File: src/rtl/core/rfid_inventory_response_parser_defines.svh
// ---------------------------------------------------------------------------
// rfid_inventory_response_parser_defines
// Assertion macros shared by the inventory response parser modules.
// ---------------------------------------------------------------------------
`ifndef RFID_INVENTORY_RESPONSE_PARSER_DEFINES_SVH
`define RFID_INVENTORY_RESPONSE_PARSER_DEFINES_SVH

// condition that holds at every clock edge out of reset
`define RIP_ASSERT_ALWAYS(name, expr) \
  name: assert property (@(posedge clk) disable iff (rst) (expr)) \
    else $error("rip invariant violated");

// condition that implies another in the same cycle
`define RIP_ASSERT_IMPLIES(name, ante, cons) \
  name: assert property (@(posedge clk) disable iff (rst) (ante) |-> (cons)) \
    else $error("rip implication violated");

// condition that implies another in the next cycle
`define RIP_ASSERT_NEXT(name, ante, cons) \
  name: assert property (@(posedge clk) disable iff (rst) (ante) |=> (cons)) \
    else $error("rip next-cycle check violated");

`endif

File: src/rtl/core/rip_pkg.sv
// ---------------------------------------------------------------------------
// rip_pkg
// Types, byte codes and helpers for the inventory response parser.
// ---------------------------------------------------------------------------
package rip_pkg;

  // default sizing
  localparam int DEF_MAX_FRAME = 256;
  localparam int DEF_MAX_TAGS  = 16;
  localparam int QUEUE_DEPTH   = 4;

  // field widths
  localparam int COUNT_W = 14;
  localparam int LEN_W   = 9;
  localparam int UID_W   = 64;
  localparam int IDX_W   = 4;

  // framing bytes
  localparam logic [7:0] BYTE_ACK = 8'h06;
  localparam logic [7:0] BYTE_STX = 8'h02;
  localparam logic [7:0] BYTE_ETX = 8'h03;

  // payload layout
  localparam int COUNT_FIRST = 4;
  localparam int UID_FIRST   = 8;

  // result kinds
  localparam logic KIND_TAG = 1'b0;
  localparam logic KIND_END = 1'b1;

  // frame phase seen by the front end
  typedef enum logic [1:0] {
    PH_ACK  = 2'd0,
    PH_STX  = 2'd1,
    PH_BODY = 2'd2,
    PH_CSUM = 2'd3
  } phase_t;

  // command classes handed from front to back
  typedef enum logic [2:0] {
    OP_NOP   = 3'd0,
    OP_HDR   = 3'd1,
    OP_OVF   = 3'd2,
    OP_DIGIT = 3'd3,
    OP_HEX   = 3'd4,
    OP_END   = 3'd5
  } op_t;

  typedef struct packed {
    op_t              op;
    logic             bad;    // header mismatch, non-digit or non-hex
    logic [7:0]       data;   // digit or nibble value, or checksum byte
    logic [LEN_W-1:0] len;    // saturated payload length
  } cmd_t;

  typedef struct packed {
    logic       valid;
    logic [3:0] nib;
  } hex_t;

  // ascii hex character to nibble
  function automatic hex_t hex_decode(input logic [7:0] c);
    hex_t r;
    r.valid = 1'b1;
    r.nib   = 4'd0;
    if (c >= 8'h30 && c <= 8'h39) begin
      r.nib = c[3:0];
    end else if ((c >= 8'h41 && c <= 8'h46) || (c >= 8'h61 && c <= 8'h66)) begin
      r.nib = 4'(c[2:0] + 3'd1) + 4'd8;
    end else begin
      r.valid = 1'b0;
    end
    return r;
  endfunction

endpackage

File: src/rtl/core/rip_front.sv
// ---------------------------------------------------------------------------
// rip_front
// Tracks framing phase and payload position and classifies each byte.
// ---------------------------------------------------------------------------
module rip_front #(
  parameter int MAX_FRAME = rip_pkg::DEF_MAX_FRAME
) (
  input  logic          clk,
  input  logic          rst,
  input  logic          in_valid,
  output logic          in_stall,
  input  logic [7:0]    rx_byte,
  input  logic          q_full,
  output logic          push,
  output rip_pkg::cmd_t cmd
);
  import rip_pkg::*;

  localparam int PW = $clog2(MAX_FRAME + 1);

  phase_t        phase, phase_next;
  logic [PW-1:0] pos, pos_next;
  logic          at_max;
  logic          is_etx;
  hex_t          hv;

  assign in_stall = q_full;
  assign push     = in_valid && !q_full;
  assign at_max   = (pos >= PW'(MAX_FRAME));
  assign is_etx   = (rx_byte == BYTE_ETX);
  assign hv       = hex_decode(rx_byte);

  // phase transitions
  always_comb begin
    phase_next = phase;
    if (push) begin
      case (phase)
        PH_ACK:  phase_next = PH_STX;
        PH_STX:  phase_next = PH_BODY;
        PH_BODY: phase_next = is_etx ? PH_CSUM : PH_BODY;
        PH_CSUM: phase_next = PH_ACK;
        default: phase_next = PH_ACK;
      endcase
    end
  end

  // payload position, saturating at the buffer size
  always_comb begin
    pos_next = pos;
    if (push) begin
      if (phase == PH_CSUM) begin
        pos_next = '0;
      end else if (phase == PH_BODY && !is_etx && !at_max) begin
        pos_next = pos + PW'(1);
      end
    end
  end

  // byte classification
  always_comb begin
    cmd.op   = OP_NOP;
    cmd.bad  = 1'b0;
    cmd.data = rx_byte;
    cmd.len  = LEN_W'(pos);
    case (phase)
      PH_ACK: begin
        cmd.op  = OP_HDR;
        cmd.bad = (rx_byte != BYTE_ACK);
      end
      PH_STX: begin
        cmd.op  = OP_HDR;
        cmd.bad = (rx_byte != BYTE_STX);
      end
      PH_BODY: begin
        if (is_etx) begin
          cmd.op = OP_NOP;
        end else if (at_max) begin
          cmd.op = OP_OVF;
        end else if (pos >= PW'(UID_FIRST)) begin
          cmd.op   = OP_HEX;
          cmd.bad  = !hv.valid;
          cmd.data = {4'd0, hv.nib};
        end else if (pos >= PW'(COUNT_FIRST)) begin
          cmd.op   = OP_DIGIT;
          cmd.bad  = !(rx_byte >= 8'h30 && rx_byte <= 8'h39);
          cmd.data = {4'd0, rx_byte[3:0]};
        end
      end
      PH_CSUM: cmd.op = OP_END;
      default: cmd.op = OP_NOP;
    endcase
  end

  always_ff @(posedge clk) begin
    if (rst) begin
      phase <= PH_ACK;
      pos   <= '0;
    end else begin
      phase <= phase_next;
      pos   <= pos_next;
    end
  end

endmodule

File: src/rtl/core/rip_queue.sv
// ---------------------------------------------------------------------------
// rip_queue
// Small command queue between the classifier and the parser back end.
// ---------------------------------------------------------------------------
`include "rfid_inventory_response_parser_defines.svh"

module rip_queue #(
  parameter int DEPTH = rip_pkg::QUEUE_DEPTH
) (
  input  logic          clk,
  input  logic          rst,
  input  logic          push,
  input  rip_pkg::cmd_t wr_cmd,
  output logic          full,
  input  logic          pop,
  output logic          empty,
  output rip_pkg::cmd_t rd_cmd
);
  import rip_pkg::*;

  localparam int AW = (DEPTH > 1) ? $clog2(DEPTH) : 1;
  localparam int CW = $clog2(DEPTH + 1);

  cmd_t          slots [DEPTH];
  logic [AW-1:0] wr_ptr, rd_ptr;
  logic [CW-1:0] count;
  logic          do_push, do_pop;

  assign full    = (count == CW'(DEPTH));
  assign empty   = (count == '0);
  assign do_push = push && !full;
  assign do_pop  = pop && !empty;
  assign rd_cmd  = slots[rd_ptr];

  // storage
  always_ff @(posedge clk) begin
    if (do_push) begin
      slots[wr_ptr] <= wr_cmd;
    end
  end

  // pointers and fill level
  always_ff @(posedge clk) begin
    if (rst) begin
      wr_ptr <= '0;
      rd_ptr <= '0;
      count  <= '0;
    end else begin
      if (do_push) begin
        wr_ptr <= (wr_ptr == AW'(DEPTH - 1)) ? '0 : wr_ptr + AW'(1);
      end
      if (do_pop) begin
        rd_ptr <= (rd_ptr == AW'(DEPTH - 1)) ? '0 : rd_ptr + AW'(1);
      end
      case ({do_push, do_pop})
        2'b10:   count <= count + CW'(1);
        2'b01:   count <= count - CW'(1);
        default: count <= count;
      endcase
    end
  end

  `RIP_ASSERT_ALWAYS(a_count_range, count <= CW'(DEPTH))
  `RIP_ASSERT_NEXT(a_push_only_fills, do_push && !do_pop, !empty)

endmodule

File: src/rtl/core/rip_back.sv
// ---------------------------------------------------------------------------
// rip_back
// Executes classified commands: count, uid assembly, flags and results.
// ---------------------------------------------------------------------------
`include "rfid_inventory_response_parser_defines.svh"

module rip_back #(
  parameter int MAX_TAGS = rip_pkg::DEF_MAX_TAGS
) (
  input  logic                          clk,
  input  logic                          rst,
  input  logic                          q_empty,
  input  rip_pkg::cmd_t                 cmd,
  output logic                          pop,
  output logic                          out_valid,
  input  logic                          out_stall,
  output logic                          result_kind,
  output logic [rip_pkg::UID_W-1:0]     uid,
  output logic [rip_pkg::IDX_W-1:0]     tag_index,
  output logic [rip_pkg::COUNT_W-1:0]   tag_count,
  output logic [rip_pkg::LEN_W-1:0]     frame_length,
  output logic [7:0]                    checksum_byte,
  output logic                          header_error,
  output logic                          hex_error,
  output logic                          overflow
);
  import rip_pkg::*;

  localparam int TW = $clog2(MAX_TAGS + 1);

  // parser state
  logic [COUNT_W-1:0] count_acc, count_acc_next;
  logic               count_stop, count_stop_next;
  logic [UID_W-1:0]   uid_acc, uid_acc_next;
  logic [3:0]         nib_cnt, nib_cnt_next;
  logic [TW-1:0]      tags, tags_next;
  logic [2:0]         flags, flags_next;

  // result being formed
  logic               load;
  logic               r_kind;
  logic [UID_W-1:0]   r_uid;
  logic [2:0]         r_flags;
  logic [5:0]         sh;
  logic               tag_open;

  assign pop      = !q_empty && (!out_valid || !out_stall);
  assign sh       = {nib_cnt[3:1], ~nib_cnt[0], 2'b00};
  assign tag_open = ({{(COUNT_W - TW){1'b0}}, tags} < count_acc)
                    && (tags < TW'(MAX_TAGS));

  // command execution
  always_comb begin
    count_acc_next  = count_acc;
    count_stop_next = count_stop;
    uid_acc_next    = uid_acc;
    nib_cnt_next    = nib_cnt;
    tags_next       = tags;
    flags_next      = flags;
    load            = 1'b0;
    r_kind          = KIND_TAG;
    r_uid           = '0;
    r_flags         = flags;
    if (pop) begin
      case (cmd.op)
        OP_HDR: begin
          if (cmd.bad) flags_next[0] = 1'b1;
        end
        OP_OVF: flags_next[2] = 1'b1;
        OP_DIGIT: begin
          if (!count_stop) begin
            if (cmd.bad) begin
              count_stop_next = 1'b1;
            end else begin
              count_acc_next = COUNT_W'((count_acc << 3) + (count_acc << 1)
                                        + COUNT_W'(cmd.data[3:0]));
            end
          end
        end
        OP_HEX: begin
          if (tag_open) begin
            if (cmd.bad) flags_next[1] = 1'b1;
            uid_acc_next          = uid_acc;
            uid_acc_next[sh +: 4] = cmd.bad ? 4'd0 : cmd.data[3:0];
            if (nib_cnt == 4'd15) begin
              load         = 1'b1;
              r_kind       = KIND_TAG;
              r_uid        = uid_acc_next;
              r_flags      = flags_next;
              tags_next    = tags + TW'(1);
              uid_acc_next = '0;
              nib_cnt_next = 4'd0;
            end else begin
              nib_cnt_next = nib_cnt + 4'd1;
            end
          end
        end
        OP_END: begin
          load    = 1'b1;
          r_kind  = KIND_END;
          r_flags = flags;
          if (count_acc > COUNT_W'(MAX_TAGS)) r_flags[2] = 1'b1;
          count_acc_next  = '0;
          count_stop_next = 1'b0;
          uid_acc_next    = '0;
          nib_cnt_next    = 4'd0;
          tags_next       = '0;
          flags_next      = '0;
        end
        default: ;
      endcase
    end
  end

  // parser state registers
  always_ff @(posedge clk) begin
    if (rst) begin
      count_acc  <= '0;
      count_stop <= 1'b0;
      uid_acc    <= '0;
      nib_cnt    <= 4'd0;
      tags       <= '0;
      flags      <= '0;
    end else begin
      count_acc  <= count_acc_next;
      count_stop <= count_stop_next;
      uid_acc    <= uid_acc_next;
      nib_cnt    <= nib_cnt_next;
      tags       <= tags_next;
      flags      <= flags_next;
    end
  end

  // output valid
  always_ff @(posedge clk) begin
    if (rst) begin
      out_valid <= 1'b0;
    end else if (load) begin
      out_valid <= 1'b1;
    end else if (!out_stall) begin
      out_valid <= 1'b0;
    end
  end

  // output payload
  always_ff @(posedge clk) begin
    if (load) begin
      result_kind   <= r_kind;
      uid           <= r_uid;
      tag_index     <= (r_kind == KIND_TAG) ? IDX_W'(tags) : '0;
      tag_count     <= count_acc;
      frame_length  <= (r_kind == KIND_END) ? cmd.len : '0;
      checksum_byte <= (r_kind == KIND_END) ? cmd.data : 8'd0;
      header_error  <= r_flags[0];
      hex_error     <= r_flags[1];
      overflow      <= r_flags[2];
    end
  end

  `RIP_ASSERT_ALWAYS(a_tags_bounded, tags <= TW'(MAX_TAGS))
  `RIP_ASSERT_IMPLIES(a_tag_within_count, load && r_kind == KIND_TAG, tag_open)
  `RIP_ASSERT_NEXT(a_end_clears, load && r_kind == KIND_END,
                   tags == '0 && nib_cnt == 4'd0 && flags == '0)

endmodule

File: src/rtl/core/rfid_inventory_response_parser.sv
// ---------------------------------------------------------------------------
// rfid_inventory_response_parser
// Parses inventory replies from a serial RFID reader into tag results.
// ---------------------------------------------------------------------------
// Input channel: one received byte per transfer on rx_byte (in_valid/in_stall).
// Output channel: one result per transfer (out_valid/out_stall); result_kind
// tells a tag uid result from the frame end result that closes each reply.
// A front end tracks the ACK, STX, payload and checksum phases and classifies
// every byte; a four-entry command queue feeds the back end, which builds the
// tag count and the uids and loads the output register.
// Throughput: one byte per cycle while the command queue has room; the classifier
// and command execution are combinational. The byte that completes a result
// passes through the command queue, behind any queued commands, to the output register.
// When the receiver stalls, the held result stays put; the back end stops
// draining, and in_stall rises once all four queue entries are taken.
// Reset (rst, synchronous) empties the queue, drops any pending result and
// returns the parser to expecting the ACK slot of a new reply.
// ---------------------------------------------------------------------------
module rfid_inventory_response_parser #(
  parameter int MAX_FRAME = rip_pkg::DEF_MAX_FRAME,
  parameter int MAX_TAGS  = rip_pkg::DEF_MAX_TAGS
) (
  input  logic                          clk,
  input  logic                          rst,
  input  logic                          in_valid,
  output logic                          in_stall,
  input  logic [7:0]                    rx_byte,
  output logic                          out_valid,
  input  logic                          out_stall,
  output logic                          result_kind,
  output logic [rip_pkg::UID_W-1:0]     uid,
  output logic [rip_pkg::IDX_W-1:0]     tag_index,
  output logic [rip_pkg::COUNT_W-1:0]   tag_count,
  output logic [rip_pkg::LEN_W-1:0]     frame_length,
  output logic [7:0]                    checksum_byte,
  output logic                          header_error,
  output logic                          hex_error,
  output logic                          overflow
);
  import rip_pkg::*;

  cmd_t front_cmd, back_cmd;
  logic push, q_full, q_empty, pop;

  // byte classification
  rip_front #(
    .MAX_FRAME (MAX_FRAME)
  ) u_front (
    .clk      (clk),
    .rst      (rst),
    .in_valid (in_valid),
    .in_stall (in_stall),
    .rx_byte  (rx_byte),
    .q_full   (q_full),
    .push     (push),
    .cmd      (front_cmd)
  );

  // decoupling queue
  rip_queue #(
    .DEPTH (QUEUE_DEPTH)
  ) u_queue (
    .clk    (clk),
    .rst    (rst),
    .push   (push),
    .wr_cmd (front_cmd),
    .full   (q_full),
    .pop    (pop),
    .empty  (q_empty),
    .rd_cmd (back_cmd)
  );

  // command execution and result register
  rip_back #(
    .MAX_TAGS (MAX_TAGS)
  ) u_back (
    .clk           (clk),
    .rst           (rst),
    .q_empty       (q_empty),
    .cmd           (back_cmd),
    .pop           (pop),
    .out_valid     (out_valid),
    .out_stall     (out_stall),
    .result_kind   (result_kind),
    .uid           (uid),
    .tag_index     (tag_index),
    .tag_count     (tag_count),
    .frame_length  (frame_length),
    .checksum_byte (checksum_byte),
    .header_error  (header_error),
    .hex_error     (hex_error),
    .overflow      (overflow)
  );

endmodule

File: config.mk
export PLATFORM = sky130hd
export DESIGN_NAME = rfid_inventory_response_parser
export DESIGN_NICKNAME = d
export VERILOG_FILES = /design/src/rtl/core/rip_pkg.sv /design/src/rtl/core/rip_front.sv /design/src/rtl/core/rip_queue.sv /design/src/rtl/core/rip_back.sv /design/src/rtl/core/rfid_inventory_response_parser.sv
export VERILOG_INCLUDE_DIRS = /design/src /design/src/rtl/core
export SDC_FILE = /design/constraint.sdc
export NUM_CORES = 1
export LEC_CHECK = 0
export BUFFER_PORTS_ARGS = -buffer_cell sky130_fd_sc_hd__buf_2
export CORE_MARGIN = 2
export CORE_UTILIZATION = 40
export DETAILED_ROUTE_END_ITERATION = 8
export GPL_TIMING_DRIVEN = 0
export SLEW_MARGIN = 0
export SYNTH_ARGS = -nofsm -noshare
export SYNTH_HDL_FRONTEND = slang
export SYNTH_SLANG_ARGS = --single-unit
File: constraint.sdc
create_clock -name clk -period 6.1 [get_ports clk]
set_input_delay 1.22 -clock clk [delete_from_list [all_inputs] [get_ports clk]]
set_output_delay 1.22 -clock clk [all_outputs]
set_load 0.005 [all_outputs]
==> impl_metrics.toml <==
[outcome]
outcome = "completed"

[setup_path]
startpoint_type = "input pin"
cp_max_fo = 57
cp-end-kind = "flip-flop"
critical_path_required_ps = 6260
cp.arrival_ps = 3950
rrSetupSlack_ps = 2440
r2r-end = "u_back.count_acc[13]"
crit_end = "u_back.frame_length[8]"
worstSetupPathType = "in -> reg"
rr_worst_depth = 12
crit_start = "out_stall"

[routing]
dr_total_vias = 8461
wl_per_cell_um = 18.1
dr.pass1.iters = 5
wl_um = 29300
via_per_inst = 5.23
drc = 0
ant_nets = 0
drt_iter0_markers = 539

[floorplan]
dieHeight_um = 186
coreArea_mm2 = 0.0326
row_count = 66
die_w_um = 186
die_area_mm2 = 0.0347
ioPinCount = 117
start_util_pct = 40.7

[cells_and_area]
layout-drive-gt1-share_pct = 20.1
antenna_cells = 0
nets = 1210
nFillCells = 2941
final_util_pct = 47.8
syn2layout_area_growth_pct = 17.4

[run]
cap_violations = 0

[clock_tree]
cts_resized = 0
clk_pin_slew_ps = 60
cts_tree = "done"
cts.sinks = 299
clockRootBuffer = "clkbuf_16"
clk_latency_ps = 500
ctsHoldBuffers = 0
post-cts-setup-buffer-count = 0
cts_buffers = 34
htreeDepth = 2
clk_path_buf_depth = 3

[place]
routabilityCongestion = 0.817
io_buffers = 115
hpwlAfterDp_um = 19900

[power_and_ir_drop]
pwr-share-clk_pct = 34.2
leakage_nw = 5.51
switching_share_pct = 30.1
p_int_mw = 4.19
seqPwrFrac_pct = 41.9
p_sw_mw = 1.80
pwr-share-comb_pct = 23.9
vdd_ir_drop_max_uv = 220
power.density_mw_per_mm2 = 384

[logic_synthesis]
syn_area_mm2 = 0.0133
synth_nets = 1057
ys.flop_type = "edfxtp_1"
yosysMostFrequentCell = "edfxtp_1"
syn_area_per_cell_um2 = 13.3
synth_area_leaders = "edfxtp_1 (42%), dfxtp_1 (17%), mux2i_1 (5.1%), a32o_1 (4.8%), ha_1 (4.3%)"
ys_ff_latch = 299
synthTopCellsByCount = "edfxtp_1 (187), nor2_1 (115), dfxtp_1 (112)"
yosysUniqueCellTypes = 73
synth_seq_area_share_pct = 59.1
netlist_instances = 996
yosysWarnings = 0
yosys.area.top_type = "edfxtp_1"
synth-edff-count = 187
yosysTopAreaCellShare_pct = 42.3
async_flop_share_pct = 0

[grt]
antenna_found_initial = 0
grt_pass1_wl_um = 45900
grt_overflow = 0
grt_pass1_vias = 8244
track_usage_pct = 17.1
grt_start_max_net_pins = 58

[timing]
slew-limit-headroom_pct = 12.7
maxSlewViolCount = 0
worstMarginPinSlew_ps = 1300
finClkSkew_ps = 12.9
hold_violations = 0
layout_min_cycle_time_ps = 3790
tns_ps = 0
rsz0062_at_grt = "false"
period_share_pct = 62.1
max_freq_ghz = 0.264
finalSetupViolCount = 0

[worst_hold_path]
hold_path.class = "reg -> reg"
==> sequential cells by signal, indices dropped and copies added (netlist names), 3 cells and up, named ones only <==
name and cells:
u_back.tag_index 4, u_back.uid 64, u_back.tag_count 14, u_back.count_acc 14, u_back.flags 3, u_back.uid_acc 64
u_queue.count 3, u_back.checksum_byte 8, u_back.tags 5, u_front.pos 9, u_back.nib_cnt 4, u_queue.slots 84
u_back.frame_length 9
==> power groups by stage <==
stage | Combinational, mW | Clock, mW | Sequential, mW
CTS | 1.46 | 2.09 | 2.51
finish | 1.43 | 2.05 | 2.51
global route | 1.57 | 2.19 | 2.53
global placement | 1.42 | 0 | 2.58
detailed placement | 1.45 | 0 | 2.56
floorplan | 0.911 | 0 | 2.57
==> final cells by class <==
| class | instances | area (um^2) | area share [%] |
|---|---|---|---|
| Multi-Input combinational cell | 609 | 5000 | 32.0 |
| Tap cell | 442 | 553 | 3.55 |
| Timing Repair Buffer | 117 | 608 | 3.90 |
| Clock inverter | 9 | 103 | 0.658 |
| Inverter | 34 | 130 | 0.834 |
| Clock buffer | 53 | 1040 | 6.65 |
| Sequential cell | 299 | 7860 | 50.4 |
| Buffer | 54 | 309 | 1.98 |
==> cell usage in the layout, fill, tap and decap left out, types with 7 or more instances in the layout <==
| cell | count |
|---|---|
| nand3_1 | 14 |
| mux2i_1 | 68 |
| mux4_1 | 7 |
| nor3_1 | 12 |
| a21oi_1 | 31 |
| xor2_1 | 15 |
| edfxtp_1 | 187 |
| o21ai_0 | 24 |
| xnor2_1 | 7 |
| nor2_1 | 115 |
| inv_1 | 32 |
| ha_1 | 46 |
| o31ai_4 | 14 |
| nand2_1 | 34 |
| mux4_2 | 14 |
| clkbuf_16 | 38 |
| a21o_1 | 11 |
| buf_6 | 9 |
| clkbuf_1 | 40 |
| dfxtp_1 | 112 |
| and2_1 | 28 |
| nand2b_1 | 7 |
| a32o_1 | 64 |
| buf_2 | 126 |
| nor2b_1 | 7 |
==> kinds of logic (layout without fill, tap and decap cells) <==
| logic type | count (synthesis) | after routing | share of synthesized area, % |
|---|---|---|---|
| compound gates | 188 | 188 | 12.7 |
| xor+xnor | 22 | 22 | 1.45 |
| fa+ha+maj | 49 | 49 | 4.78 |
| buf+inv | 88 | 267 | 3.29 |
| flops | 299 | 299 | 59.1 |
| mux | 89 | 89 | 8.88 |
| simple gates | 261 | 261 | 9.81 |
==> per-layer routing <==
metal / vias up / wire length [um] / GRT usage, %
met1: 4160 / 13000 / 22.0
met2: 168 / 14800 / 30.1
met5: - / 0 / 0
met3: 37 / 977 / 2.45
li1: 4096 / - / -
met4: 0 / 550 / 4.82
==> worst max-delay path, stage by stage <==
cell and delay (ps):
buf_2 120, a21o_1 240, inv_1 220, nand3_1 330, inv_1 180, clkbuf_1 510, a21oi_1 240, inv_4 490
buf_16 360
==> how the worst min path moves through the flow <==
stage	startpoint	endpoint	slack [ps]	cells after the start
after floorplan	u_back.flags[0]	u_back.header_error	410	0
after global placement	u_back.uid_acc[19]	u_back.uid_acc[19]	440	1
after detailed placement	u_back.uid_acc[44]	u_back.uid_acc[44]	450	1
after CTS	u_back.uid_acc[15]	u_back.uid_acc[15]	470	1
after global routing	u_back.uid_acc[3]	u_back.uid_acc[3]	470	1
final	u_back.uid_acc[44]	u_back.uid_acc[44]	460	1
==> stage by stage <==
stage          hold WS, ps  std cells  area [um^2]  power [mW]  setup WS, ps
6_report               463       1617        15600        5.99          2310
2_1_floorplan          409        996        13300        3.48          1470
3_3_place_gp           445       1553        14400        4.00          -477
4_1_cts                466       1617        15600        6.06          2290
5_1_grt                472       1617        15600        6.29          2060
3_5_place_dp           453       1555        14500        4.00          1760
No activity file was read; power rests on OpenSTA's default activity.
